`config.mk`:
```
export PLATFORM = sky130hd
export DESIGN_NAME = proximity_peak_meter_filter_flat
export DESIGN_NICKNAME = d
export VERILOG_FILES = /design/src/hdl/ppmf_pkg.sv /design/src/hdl/ppmf_in_if.sv /design/src/hdl/ppmf_out_if.sv /design/src/hdl/ppmf_cfg_if.sv /design/src/hdl/proximity_peak_meter_filter.sv /design/src/hdl/ppmf_box.sv /design/src/flat_wrapper.sv
export SDC_FILE = /design/constraint.sdc
export NUM_CORES = 2
export LEC_CHECK = 0
export BUFFER_PORTS_ARGS = -buffer_cell sky130_fd_sc_hd__buf_4
export CORE_MARGIN = 5
export CORE_UTILIZATION = 40
export CTS_CLUSTER_SIZE = 30
export DETAILED_ROUTE_END_ITERATION = 8
export SETUP_SLACK_MARGIN = 0.05
export SLEW_MARGIN = 20
export SYNTH_ARGS = -nofsm -noshare
export SYNTH_HDL_FRONTEND = slang
export SYNTH_SLANG_ARGS = --single-unit
```
`constraint.sdc`:
```
create_clock -name clk -period 7.4 [get_ports clk]
set_input_delay 0 -clock clk [delete_from_list [all_inputs] [get_ports clk]]
set_output_delay 0 -clock clk [all_outputs]
set_load 0.005 [all_outputs]
```
`src/hdl/ppmf_pkg.sv`:
```
// Package for the proximity peak meter filter: shared constants, codes and types.
// No dependencies.
package ppmf_pkg;
  localparam int FIRST_TAPS_DEF  = 64;
  localparam int SECOND_TAPS_DEF = 64;
  localparam int PULSE_TAPS_DEF  = 8;
  localparam int SMOOTH_TAPS_DEF = 4;

  localparam logic [3:0] IGNORE_RESET = 4'd2;
  localparam logic [7:0] JUMP_RESET   = 8'd10;
  localparam logic [7:0] FULL_SCALE   = 8'd255;

  typedef enum logic [1:0] {
    ACT_SAMPLE = 2'd0,
    ACT_PULSE  = 2'd1,
    ACT_START  = 2'd2,
    ACT_END    = 2'd3
  } action_t;

  typedef enum logic [1:0] {
    MODE_IDLE  = 2'd0,
    MODE_PLAIN = 2'd1,
    MODE_FILT  = 2'd2,
    MODE_CAL   = 2'd3
  } mode_t;

  localparam logic [1:0] KIND_PLAIN = 2'd0;
  localparam logic [1:0] KIND_FILT  = 2'd1;
  localparam logic [1:0] KIND_CAL   = 2'd2;
  localparam logic [1:0] START_BAD  = 2'd3;

  localparam logic CFG_IGNORE = 1'b0;
  localparam logic CFG_JUMP   = 1'b1;
endpackage

```
`src/hdl/ppmf_in_if.sv`:
```
// Input channel interface: valid/ready handshake with the input fields.
// No dependencies.
interface ppmf_in_if;
  logic       valid;
  logic       ready;
  logic [1:0] action;
  logic [7:0] meter_sample;
  logic [7:0] temp_a;
  logic [7:0] temp_b;
  logic [1:0] start_mode;
  modport source (output valid, action, meter_sample, temp_a, temp_b, start_mode, input ready);
  modport sink (input valid, action, meter_sample, temp_a, temp_b, start_mode, output ready);
endinterface

```
`src/hdl/ppmf_out_if.sv`:
```
// Result channel interface: valid/ready handshake with the result fields.
// No dependencies.
interface ppmf_out_if;
  logic       valid;
  logic       ready;
  logic [7:0] reading;
  logic [7:0] temp_a_out;
  logic [7:0] temp_b_out;
  logic [1:0] reading_kind;
  modport source (output valid, reading, temp_a_out, temp_b_out, reading_kind, input ready);
  modport sink (input valid, reading, temp_a_out, temp_b_out, reading_kind, output ready);
endinterface

```
`src/hdl/ppmf_cfg_if.sv`:
```
// Configuration write channel interface: register index and data.
// No dependencies.
interface ppmf_cfg_if;
  logic       valid;
  logic       ready;
  logic [0:0] index;
  logic [7:0] data;
  modport source (output valid, index, data, input ready);
  modport sink (input valid, index, data, output ready);
endinterface

```
`src/hdl/proximity_peak_meter_filter.sv`:
```
// Top level of the proximity peak meter filter.
// Depends on ppmf_pkg, the three channel interfaces and ppmf_box.
// An accepted pulse transaction that yields a result has it in the output register in the next cycle.
// Throughput: one transaction per cycle unless a stalled result holds off the input; each filter
// updates its flip-flop window and running sum in a single step, so nothing iterates.
// Reset: synchronous, active low; clears sums, fill phases, peak, mode, counts, output valid and
// config registers to their defaults; window contents stay undefined until written by a fill phase.
module proximity_peak_meter_filter #(
  parameter int FIRST_TAPS  = ppmf_pkg::FIRST_TAPS_DEF,
  parameter int SECOND_TAPS = ppmf_pkg::SECOND_TAPS_DEF,
  parameter int PULSE_TAPS  = ppmf_pkg::PULSE_TAPS_DEF,
  parameter int SMOOTH_TAPS = ppmf_pkg::SMOOTH_TAPS_DEF
) (
  input logic clk,
  input logic rst_n,
  ppmf_in_if.sink    in_ch,
  ppmf_out_if.source out_ch,
  ppmf_cfg_if.sink   cfg_ch
);
  logic [3:0] ignore_r;
  logic [7:0] jump_r;
  logic [7:0] peak_r, peak_nxt;
  logic [4:0] skip_r;
  ppmf_pkg::mode_t mode_r;
  logic [7:0] prev_r;
  logic       prev_ok_r;
  logic [7:0] ta_r, tb_r;
  logic       ovalid_r;
  logic [7:0] oread_r, oa_r, ob_r;
  logic [1:0] okind_r;

  logic acc, is_smp, is_pulse, is_start, is_end, start_ok, live_pulse;
  logic a_ok, b_ok, p_ok, s_ok;
  logic [7:0] a_avg, b_avg, p_avg, s_avg, inv;
  logic clamp, res_fire, filt_fire;
  logic [8:0] hi_lim, lo_sum;

  // Output register frees whenever taken or empty: accept on either.
  assign in_ch.ready  = !ovalid_r || out_ch.ready;
  assign cfg_ch.ready = 1'b1;
  assign acc      = in_ch.valid && in_ch.ready;
  assign is_smp   = acc && in_ch.action == ppmf_pkg::ACT_SAMPLE;
  assign is_pulse = acc && in_ch.action == ppmf_pkg::ACT_PULSE;
  assign is_start = acc && in_ch.action == ppmf_pkg::ACT_START;
  assign is_end   = acc && in_ch.action == ppmf_pkg::ACT_END;
  assign start_ok = is_start && in_ch.start_mode != ppmf_pkg::START_BAD;
  // Pulses beyond the ignore window feed the peak into the pulse filter.
  assign live_pulse = is_pulse && skip_r > {1'b0, ignore_r};

  // Cascade: the second filter only sees running averages of the first.
  ppmf_box #(.TAPS(FIRST_TAPS)) u_first (
    .clk, .rst_n, .clear(1'b0), .feed(is_smp), .value(in_ch.meter_sample),
    .avg_ok(a_ok), .avg(a_avg));
  ppmf_box #(.TAPS(SECOND_TAPS)) u_second (
    .clk, .rst_n, .clear(1'b0), .feed(is_smp && a_ok), .value(a_avg),
    .avg_ok(b_ok), .avg(b_avg));
  // Ignored pulses restart the pulse filter.
  ppmf_box #(.TAPS(PULSE_TAPS)) u_pulse (
    .clk, .rst_n, .clear(is_pulse && !live_pulse), .feed(live_pulse), .value(peak_r),
    .avg_ok(p_ok), .avg(p_avg));
  // Smoothing restarts on a filtered or calibration start.
  ppmf_box #(.TAPS(SMOOTH_TAPS)) u_smooth (
    .clk, .rst_n, .clear(start_ok && in_ch.start_mode != ppmf_pkg::KIND_PLAIN),
    .feed(live_pulse && p_ok && (mode_r == ppmf_pkg::MODE_FILT || mode_r == ppmf_pkg::MODE_CAL)),
    .value(p_avg), .avg_ok(s_ok), .avg(s_avg));

  assign inv = ppmf_pkg::FULL_SCALE - b_avg;

  always_comb begin
    peak_nxt = peak_r;
    if (is_smp && a_ok && b_ok && mode_r != ppmf_pkg::MODE_IDLE && inv > peak_r) begin
      peak_nxt = inv;
    end else if (live_pulse) begin
      peak_nxt = '0;
    end
  end

  // Jump clamp compares in nine bits so the limit never wraps.
  assign hi_lim = {1'b0, prev_r} + {1'b0, jump_r};
  assign lo_sum = {1'b0, s_avg} + {1'b0, jump_r};
  assign clamp  = prev_ok_r && ({1'b0, s_avg} > hi_lim || lo_sum < {1'b0, prev_r});

  // A result leaves for plain pulses, and for smoothed pulses once smoothing runs.
  assign filt_fire = live_pulse && p_ok && mode_r == ppmf_pkg::MODE_FILT && s_ok;
  assign res_fire  = live_pulse && p_ok &&
                     (mode_r == ppmf_pkg::MODE_PLAIN ||
                      ((mode_r == ppmf_pkg::MODE_FILT || mode_r == ppmf_pkg::MODE_CAL) && s_ok));

  always_ff @(posedge clk) begin
    if (!rst_n) begin
      ignore_r  <= ppmf_pkg::IGNORE_RESET;
      jump_r    <= ppmf_pkg::JUMP_RESET;
      peak_r    <= '0;
      skip_r    <= '0;
      mode_r    <= ppmf_pkg::MODE_IDLE;
      prev_r    <= '0;
      prev_ok_r <= 1'b0;
      ta_r      <= '0;
      tb_r      <= '0;
      ovalid_r  <= 1'b0;
    end else begin
      if (cfg_ch.valid) begin
        unique case (cfg_ch.index)
          ppmf_pkg::CFG_IGNORE: ignore_r <= cfg_ch.data[3:0];
          ppmf_pkg::CFG_JUMP:   jump_r   <= cfg_ch.data;
          default: ;
        endcase
      end
      peak_r <= peak_nxt;
      if (is_smp) begin
        ta_r <= in_ch.temp_a;
        tb_r <= in_ch.temp_b;
      end
      if (start_ok) begin
        mode_r <= ppmf_pkg::mode_t'(in_ch.start_mode + 2'd1);
        skip_r <= '0;
        if (in_ch.start_mode == ppmf_pkg::KIND_FILT) prev_ok_r <= 1'b0;
      end else if (is_end) begin
        mode_r <= ppmf_pkg::MODE_IDLE;
      end
      if (is_pulse && !live_pulse) skip_r <= skip_r + 5'd1;
      // Hold the result until taken; drop it once the sink takes it.
      ovalid_r <= res_fire || (ovalid_r && !out_ch.ready);
      if (filt_fire) begin
        if (!clamp) prev_r <= s_avg;
        prev_ok_r <= 1'b1;
      end
    end
  end

  // Result payload follows the mode active at the pulse.
  always_ff @(posedge clk) begin
    if (live_pulse && p_ok) begin
      unique case (mode_r)
        ppmf_pkg::MODE_FILT: begin
          oread_r <= clamp ? prev_r : s_avg;
          oa_r <= ta_r; ob_r <= tb_r; okind_r <= ppmf_pkg::KIND_FILT;
        end
        ppmf_pkg::MODE_CAL: begin
          oread_r <= s_avg; oa_r <= '0; ob_r <= '0; okind_r <= ppmf_pkg::KIND_CAL;
        end
        default: begin
          oread_r <= p_avg; oa_r <= ta_r; ob_r <= tb_r; okind_r <= ppmf_pkg::KIND_PLAIN;
        end
      endcase
    end
  end

  assign out_ch.valid        = ovalid_r;
  assign out_ch.reading      = oread_r;
  assign out_ch.temp_a_out   = oa_r;
  assign out_ch.temp_b_out   = ob_r;
  assign out_ch.reading_kind = okind_r;

  a_skip_cap: assert property (@(posedge clk) disable iff (!rst_n)
    skip_r <= 5'd16)
    else $error("skip count passed ignore window");
  a_hold: assert property (@(posedge clk) disable iff (!rst_n)
    out_ch.valid && !out_ch.ready |-> !in_ch.ready)
    else $error("input taken while result stalled");
  a_peak_clear: assert property (@(posedge clk) disable iff (!rst_n)
    live_pulse |=> peak_r == '0)
    else $error("peak not cleared by pulse");
  a_idle_quiet: assert property (@(posedge clk) disable iff (!rst_n)
    mode_r == ppmf_pkg::MODE_IDLE && !ovalid_r && !start_ok |=> !ovalid_r)
    else $error("result while idle");
endmodule

```
`src/hdl/ppmf_box.sv`:
```
// Boxcar average with fill phase: window in flip-flops, running sum.
// Depends on nothing but its parameters.
module ppmf_box #(
  parameter int TAPS = 64
) (
  input  logic       clk,
  input  logic       rst_n,
  input  logic       clear,
  input  logic       feed,
  input  logic [7:0] value,
  output logic       avg_ok,
  output logic [7:0] avg
);
  localparam int IW = (TAPS > 1) ? $clog2(TAPS) : 1;
  localparam int FW = $clog2(TAPS + 2);
  localparam int SW = $clog2(TAPS * 255 + 1);

  logic [7:0]    win_r [TAPS];
  logic [7:0]    old_r;
  logic [SW-1:0] sum_r, sum_nxt;
  logic [IW-1:0] head_r, head_nxt;
  logic [FW-1:0] fill_r;
  logic          filling, dropping;

  assign filling  = fill_r < FW'(TAPS);
  assign dropping = fill_r == FW'(TAPS);
  assign sum_nxt  = sum_r - SW'(old_r) + SW'(value);
  assign avg_ok   = !filling && !dropping;
  assign avg      = 8'(sum_nxt / TAPS);

  always_comb begin
    head_nxt = head_r;
    if (!rst_n || clear) begin
      head_nxt = '0;
    end else if (feed && dropping) begin
      head_nxt = '0;
    end else if (feed && avg_ok) begin
      head_nxt = (head_r == IW'(TAPS - 1)) ? '0 : head_r + 1'b1;
    end
  end

  always_ff @(posedge clk) begin
    head_r <= head_nxt;
    if (!rst_n || clear) begin
      sum_r  <= '0;
      fill_r <= '0;
    end else if (feed) begin
      if (filling) begin
        sum_r  <= sum_r + SW'(value);
        fill_r <= fill_r + 1'b1;
      end else if (dropping) begin
        fill_r <= fill_r + 1'b1;
      end else begin
        sum_r  <= sum_nxt;
      end
    end
  end

  // Prefetch the oldest entry at the next head so the drop-out value is registered.
  always_ff @(posedge clk) begin
    old_r <= win_r[head_nxt];
    if (feed && filling) begin
      win_r[fill_r[IW-1:0]] <= value;
    end else if (feed && avg_ok) begin
      win_r[head_r] <= value;
    end
  end
endmodule
```
`src/flat_wrapper.sv`:
```
// flat-port wrapper written by rule: the top's interface ports become plain ports
module proximity_peak_meter_filter_flat 
#(
  parameter int FIRST_TAPS  = ppmf_pkg::FIRST_TAPS_DEF,
  parameter int SECOND_TAPS = ppmf_pkg::SECOND_TAPS_DEF,
  parameter int PULSE_TAPS  = ppmf_pkg::PULSE_TAPS_DEF,
  parameter int SMOOTH_TAPS = ppmf_pkg::SMOOTH_TAPS_DEF
)
  (clk, rst_n, in_ch_valid, in_ch_action, in_ch_meter_sample, in_ch_temp_a, in_ch_temp_b, in_ch_start_mode, in_ch_ready, out_ch_valid, out_ch_reading, out_ch_temp_a_out, out_ch_temp_b_out, out_ch_reading_kind, out_ch_ready, cfg_ch_valid, cfg_ch_index, cfg_ch_data, cfg_ch_ready);
  ppmf_in_if in_ch_i ();
  ppmf_out_if out_ch_i ();
  ppmf_cfg_if cfg_ch_i ();
  input logic clk;
  input logic rst_n;
  input wire logic [$bits(in_ch_i.valid)-1:0] in_ch_valid;
  input wire logic [$bits(in_ch_i.action)-1:0] in_ch_action;
  input wire logic [$bits(in_ch_i.meter_sample)-1:0] in_ch_meter_sample;
  input wire logic [$bits(in_ch_i.temp_a)-1:0] in_ch_temp_a;
  input wire logic [$bits(in_ch_i.temp_b)-1:0] in_ch_temp_b;
  input wire logic [$bits(in_ch_i.start_mode)-1:0] in_ch_start_mode;
  output wire logic [$bits(in_ch_i.ready)-1:0] in_ch_ready;
  output wire logic [$bits(out_ch_i.valid)-1:0] out_ch_valid;
  output wire logic [$bits(out_ch_i.reading)-1:0] out_ch_reading;
  output wire logic [$bits(out_ch_i.temp_a_out)-1:0] out_ch_temp_a_out;
  output wire logic [$bits(out_ch_i.temp_b_out)-1:0] out_ch_temp_b_out;
  output wire logic [$bits(out_ch_i.reading_kind)-1:0] out_ch_reading_kind;
  input wire logic [$bits(out_ch_i.ready)-1:0] out_ch_ready;
  input wire logic [$bits(cfg_ch_i.valid)-1:0] cfg_ch_valid;
  input wire logic [$bits(cfg_ch_i.index)-1:0] cfg_ch_index;
  input wire logic [$bits(cfg_ch_i.data)-1:0] cfg_ch_data;
  output wire logic [$bits(cfg_ch_i.ready)-1:0] cfg_ch_ready;
  assign in_ch_i.valid = in_ch_valid;
  assign in_ch_i.action = in_ch_action;
  assign in_ch_i.meter_sample = in_ch_meter_sample;
  assign in_ch_i.temp_a = in_ch_temp_a;
  assign in_ch_i.temp_b = in_ch_temp_b;
  assign in_ch_i.start_mode = in_ch_start_mode;
  assign in_ch_ready = in_ch_i.ready;
  assign out_ch_valid = out_ch_i.valid;
  assign out_ch_reading = out_ch_i.reading;
  assign out_ch_temp_a_out = out_ch_i.temp_a_out;
  assign out_ch_temp_b_out = out_ch_i.temp_b_out;
  assign out_ch_reading_kind = out_ch_i.reading_kind;
  assign out_ch_i.ready = out_ch_ready;
  assign cfg_ch_i.valid = cfg_ch_valid;
  assign cfg_ch_i.index = cfg_ch_index;
  assign cfg_ch_i.data = cfg_ch_data;
  assign cfg_ch_ready = cfg_ch_i.ready;
  proximity_peak_meter_filter #(.FIRST_TAPS(FIRST_TAPS), .SECOND_TAPS(SECOND_TAPS), .PULSE_TAPS(PULSE_TAPS), .SMOOTH_TAPS(SMOOTH_TAPS)) u_core (.clk(clk), .rst_n(rst_n), .in_ch(in_ch_i), .out_ch(out_ch_i), .cfg_ch(cfg_ch_i));
endmodule
```
# After elaboration in Yosys (flattened, before gate mapping)
# Memories as Yosys holds them, arrays and structs flattened. A register that Yosys moved wholly into a read port is not among the register bits.
# Cells that the tools add are included.
# classes
add_sub_neg,25
order_cmp,8
n_eq_ne,20
muxes,76
bitwise,1
n_reduce_logical,80
# ops
operator,n
$mux 6,10
$add 14x8->14,4
$mux 14,4
$mux 8,7
$logic_and 1x1->1,34
$reduce_or 8->1,4
$mux 7,4
$sub 14x8->14,2
$mux 1,27
$add 11x8->11,2
$mux 11,2
$reduce_and 2->1,11
$reduce_bool 2->1,11
$mux 3,7
$add 10x8->10,2
$mux 10,2
$add 8x8->9,2
$pmux 8 s2,1
$add 7x1->7 const B,2
$eq 7x7->1 const B,2
$lt 7x7->1 const B,2
$mux 2,7
$add 6x1->6 const B,2
$eq 6x6->1 const B,2
other kinds (25),57
# totals
register_bits,166
ram_bits,1120
in_bits,42
out_inout_bits,29
wordCells,240
n_memories,4
# memory_table
memory,words,width,rd,rd_clocked_by_memory_dff,wr,line,text
u_core.u_first.win_r,64,8,1,1,1,ppmf_box.sv:18,logic [7:0] win_r [TAPS];
u_core.u_second.win_r,64,8,1,1,1,ppmf_box.sv:18,
u_core.u_pulse.win_r,8,8,1,1,1,ppmf_box.sv:18,
u_core.u_smooth.win_r,4,8,1,1,1,ppmf_box.sv:18,

# Logic depth before layout (Yosys ltp)
# logic_depth
word_depth,13
ltp_mapped,37
mapped_depth_nobuf,36

# Hierarchy
# From an unflattened synthesis, not the netlist that was laid out.
# hier_totals
cells_unflattened,4918
area_unflattened_um2,60096.4
# by_module_without_submodules
module,n_inst,cells_each,area_per_inst_um2,seq_area_each_um2
ppmf_box (u_core.u_first),1,1882,23792.8,16075.4
ppmf_box (u_core.u_second),1,1828,23637.7,16075.4
ppmf_box (u_core.u_pulse),1,401,4799.6,2442.3
proximity_peak_meter_filter,1,497,4654.5,1841.8
ppmf_box (u_core.u_smooth),1,310,3211.8,1421.4

# Worst setup path after synthesis
# No wires, ideal clock.
# synth_path
kind,register to register
startpoint,reg u_core.u_first.sum_r[0]
endpoint,reg u_core.peak_r[4]
setup_time_ps,117
t_arrival_ps,7964
required_ps,7283
setup_slack_ps,-681
path_stages_with_launch,33
n_path_buf,0
period_less_slack_ps,8081
cell_sequence,dfxtp_1 -> inv_1 -> ha_1 -> inv_1 -> ha_1 -> inv_1 -> fa_1 -> nor2b_1 -> o21ai_0 -> a21boi_0 -> o21ai_0 -> nand2b_1 -> a21o_1 -> a21oi_1 -> xnor2_1 -> fa_1 -> ha_1 -> nor2b_1 -> o21ai_0 -> a21oi_1 -> o21ai_0 -> a21boi_0 -> o2111ai_1 -> a31oi_1 -> xor2_1 -> inv_1 -> ha_1 -> nand4_1 -> nor2_1 -> nor3_1 -> nor3_1 -> nor2_1 -> a32o_1
# synth_between
elab_chain_len,7
elab_cells_between_ends,8
cone_classes,add/sub: 4; order compare: 1; mux: 1; reduce/logical: 2
# synth_lines
element,line,text
from (decl),ppmf_box.sv:20,"logic [SW-1:0] sum_r, sum_nxt;"
from (signal assigned),ppmf_box.sv:49,sum_r <= sum_r + SW'(value);
from (signal assigned),ppmf_box.sv:54,sum_r <= sum_nxt;
$sub 14x8->14 *,ppmf_box.sv:27,assign sum_nxt = sum_r - SW'(old_r) + SW'(value);
$add 14x8->14 *,ppmf_box.sv:27,
named net u_core.a_avg[2],proximity_peak_meter_filter.sv:34,"logic [7:0] a_avg, b_avg, p_avg, s_avg, inv;"
$add 14x8->14 *,ppmf_box.sv:27,
$sub 8x8->8 *,proximity_peak_meter_filter.sv:67,assign inv = ppmf_pkg::FULL_SCALE - b_avg;
$gt 8x8->1,proximity_peak_meter_filter.sv:71,if (is_smp && a_ok && b_ok && mode_r != ppmf_pkg::MODE_IDLE && inv > peak_r) begin
$logic_and 1x1->1,proximity_peak_meter_filter.sv:71,
$mux 8 / $reduce_bool 2->1 (equally long branches),--,
to (signal assigned),proximity_peak_meter_filter.sv:109,peak_r <= peak_nxt;
to (decl),proximity_peak_meter_filter.sv:22,"logic [7:0] peak_r, peak_nxt;"
# Mark *: on every way through the listed nets, which the timed path passes. The rest lies on a longest branch.
# A chain may end at the register's enable or synchronous reset.

# Final worst setup path
# layout_path
startpoint,reg u_core.u_pulse.sum_r[1]
endpoint,"reg u_core.oread_r[1], in the netlist u_core.out_ch.reading[1], data pin"
# layout_between
elab_chain_len,9
elab_cells_between_ends,10
cone_classes,add/sub: 4; order compare: 2; mux: 2; reduce/logical: 2
# layout_lines
element,line,text
from (decl),ppmf_box.sv:20,
from (signal assigned),ppmf_box.sv:49,
from (signal assigned),ppmf_box.sv:54,
$sub 11x8->11 *,ppmf_box.sv:27,
$add 11x8->11 *,ppmf_box.sv:27,
named net u_core.p_avg[2],proximity_peak_meter_filter.sv:34,
$add 10x8->10 *,ppmf_box.sv:27,
$add 8x8->9,proximity_peak_meter_filter.sv:80,"assign lo_sum = {1'b0, s_avg} + {1'b0, jump_r};"
$lt 9x8->1,proximity_peak_meter_filter.sv:81,"assign clamp = prev_ok_r && ({1'b0, s_avg} > hi_lim || lo_sum < {1'b0, prev_r});"
$logic_or 1x1->1,proximity_peak_meter_filter.sv:81,
$logic_and 1x1->1,proximity_peak_meter_filter.sv:81,
$mux 8,proximity_peak_meter_filter.sv:136,oread_r <= clamp ? prev_r : s_avg;
$pmux 8 s2 *,proximity_peak_meter_filter.sv:134,unique case (mode_r)
to (signal assigned),proximity_peak_meter_filter.sv:136,
to (signal assigned),proximity_peak_meter_filter.sv:143,oread_r <= p_avg; oa_r <= ta_r; ob_r <= tb_r; okind_r <= ppmf_pkg::KIND_PLAIN;
to (decl),proximity_peak_meter_filter.sv:29,"logic [7:0] oread_r, oa_r, ob_r;"
# Marked as above.

==> results.json <==
{
  "vias": 39335,
  "clockBufferDepth": 3,
  "post-route-period-util_pct": 92.6,
  "cp-startpoint": "u_core.u_pulse.sum_r[1]",
  "nNetsFinal": 5186,
  "synthCells": 4806,
  "grt_max_degree": 141,
  "syn_area_um2": 58400,
  "hold_slack_ps": 76.3,
  "worstPathMaxFanout": 16,
  "syn_avg_cell_area_um2": 12.2,
  "cts-buffers-inserted": 142,
  "h-tree-depth": 4,
  "grt_usage_pct": 20.3,
  "cts_tree": "yes",
  "antenna_left": 0,
  "cts_root_buf": "clkbuf_16",
  "ir_drop_mv": 0.168,
  "syn_to_final_growth_pct": 14.1,
  "crit_required_ps": 7890,
  "drt_iter0_drc": 3887,
  "coreArea_um2": 145000,
  "syn_nets": 5038,
  "relSlewSlack_pct": 17.6,
  "fin_skew_ps": 30.9,
  "drtPass1Iterations": 6,
  "clock_latency_ps": 780,
  "place_hpwl_um": 96400,
  "worstMarginPinSlew_ps": 1230,
  "fmax_ghz": 0.146,
  "cts_sinks": 1318,
  "path_clk_slew_ps": 60,
  "setup_tns_ps": 0,
  "die-width_um": 392,
  "dp_cells": 6637,
  "cp-end-kind": "flop",
  "crit_slowest_cell": "fa_1",
  "ios": 71,
  "yosysUniqueCellTypes": 86,
  "total_power_mw": 16.1,
  "wirelength_um": 158000,
  "rsz0062_at_grt": "false",
  "min_from": "cfg_ch_data[0]",
  "crit_type": "flop to flop",
  "grt_pass1_vias": 38125,
  "critPathMaxStageDelay_ps": 550,
  "regArea_um2": 37900,
  "hold_viol": 0,
  "grt_overflow": 0,
  "drc_errors": 0,
  "multiInputGateArea_um2": 18900,
  "synthArstFlopShare_pct": 0,
  "regToRegStartpoint": "u_core.u_pulse.sum_r[1]",
  "die_h_um": 392,
  "preCtsSetupSlack_ps": 341,
  "synth_edf_count": 1146,
  "setup_ws_ps": 544,
  "status": "complete, no violations",
  "setup_violations": 0,
  "yosysWarnings": 0,
  "p_leak_nw": 23.1,
  "critical_path_arrival_ps": 7350,
  "fin_cells": 6981,
  "io_buffers": 69,
  "viasPerCell": 5.63,
  "grt_pass1_wl_um": 240000,
  "die_area_um2": 154000,
  "num_rows": 140,
  "synth_ff_type": "edfxtp_1",
  "drv_cap": 0,
  "antenna_found_initial": 1,
  "gp_congestion": 0.873,
  "ys_seq_area_share_pct": 64.8,
  "slew_violations": 0,
  "pwr_density_cell_nw_per_um2": 242,
  "synth_seq_cells": 1318,
  "period_minus_slack_ps": 6860,
  "hold_path_class": "input port to flop",
  "final.fill_count": 13040,
  "cp-start-kind": "flop",
  "drt-wirelength-per-cell_um": 22.7,
  "drive_above_1_share_pct": 8.81,
  "start_util_pct": 40.2
}
-- stage by stage --
step / instance area, µm² / utilization (%)
floorplan: 58500 / -
global placement: 61300 / 42.2
detailed placement: 61300 / 42.2
CTS: 66600 / 45.8
global route: 66600 / 45.8
finish: 66600 / 45.8
-- final cells by class --
class                      count  share of cell area [%]
multi-input combinational   3016                    28.4
clock inverter                74                    1.04
sequential                  1318                    56.8
tap                         1917                    3.60
clock buffer                 179                    5.57
timing repair buffer         260                    3.37
inverter                     216                    1.24
antenna                        1                 0.00376
-- kinds of logic after synthesis --
family / Yosys count / share of synthesized area [%]
muxes: 147 / 3.00
other: 1 / 0.00642
buffers and inverters: 472 / 3.33
xor gates and xnor gates: 88 / 1.33
DFF: 1318 / 64.8
AOI/OAI and AO/OA: 805 / 9.35
and+or+nand+nor: 1785 / 13.6
adders and majority gates: 190 / 4.56
-- timing repair --
action / CTS / global route
resized for setup: 0 / 12
endpoints found under the setup margin: 0 / 24
hold buffers: 88 / 0
buffers inserted: 0 / 2
hold endpoints to repair: 432 / 0
-- flip-flops by register name, indices dropped and copies added (netlist names), 10 cells and up --
signal	cells
u_core.u_first.win_r	512
u_core.u_second.win_r	512
u_core.u_pulse.win_r	64
u_core.u_first.sum_r	14
u_core.u_smooth.win_r	32
u_core.u_pulse.sum_r	11
u_core.u_second.sum_r	14
u_core.u_smooth.sum_r	10
-- worst paths after layout --
check,to,slack (ps),cells after the start
hold / removal,u_core.jump_r[0],80,4
setup / recovery,u_core.out_ch.reading[1],540,31
setup reg to reg,u_core.out_ch.reading[1],540,31
hold reg to reg,u_core.skip_r[4],450,2
-- placed cells by master, fill, tap and decap left out, types with 56 or more instances in the layout --
master	count
dfxtp_1	172
mux2i_1	113
dlygate4sd3_1	88
clkbuf_16	143
nand2_1	843
and3_1	115
o221ai_1	56
nand3_1	314
ha_1	152
buf_4	166
edfxtp_1	1146
o21ai_0	105
a21oi_1	173
a31oi_1	113
inv_1	205
nor2_1	293
-- worst max-delay path: cells and delay by family (launching register included) --
family | cells | cell delay [ps]
and+or+nand+nor | 5 | 1100
DFF | 1 | 350
adders and majority gates | 6 | 2130
AOI/OAI and AO/OA | 13 | 2250
buffers and inverters | 4 | 270
xor gates and xnor gates | 3 | 470
-- power breakdown --
part	internal [mW]	switching, mW	leakage (nW)
clock	3.80	2.97	2.13
combinational	0.290	0.711	9.17
sequential	8.34	0.0135	11.8
-- routing by layer --
layer  track usage (%)  vias up  share of wire [%]
li1                  -    18035                  -
met1              28.4    19622                 44
met2              32.5     1399                 47
met3              3.82      279                7.0
met4              5.91        0                2.7
met5                 0        -                  0
-- cells in the mapped netlist (all sizes together), types with 6 or more instances --
cell        n  area share [%]
dfxtp     172             5.9
nand2b     17            0.18
nor4       17            0.22
nand3     314             2.7
fa         38             1.3
nor2b      24            0.26
and3      115             1.2
a32o        6            0.10
xor2       28            0.42
a221oi     18            0.27
edfxtp   1146              59
o31ai      14            0.18
nand2     843             5.4
o2111ai    14            0.21
nor3b       8            0.10
mux2       13            0.25
a31oi     114             1.2
o31a        6           0.090
o22ai      20            0.22
or3        18            0.19
and2       22            0.24
a311oi     30            0.45
a21o       36            0.46
a211oi     53            0.68
xnor2      60            0.91
o21ai     116             1.0
ha        152             3.3
a21oi     177             1.5
nor2      303             2.0
mux4       21            0.81
o21a       22            0.28
o211ai     14            0.19
buf       123             1.1
a32oi      18            0.27
clkbuf    133            0.85
o21bai     10            0.13
o221ai     56            0.84
nor3       46            0.40
inv       211             1.4
a41oi      18            0.28
a22oi      13            0.17
nand4      36            0.39
mux2i     113             1.9
a21boi     12            0.15
No activity file was read; power rests on OpenSTA's default activity.
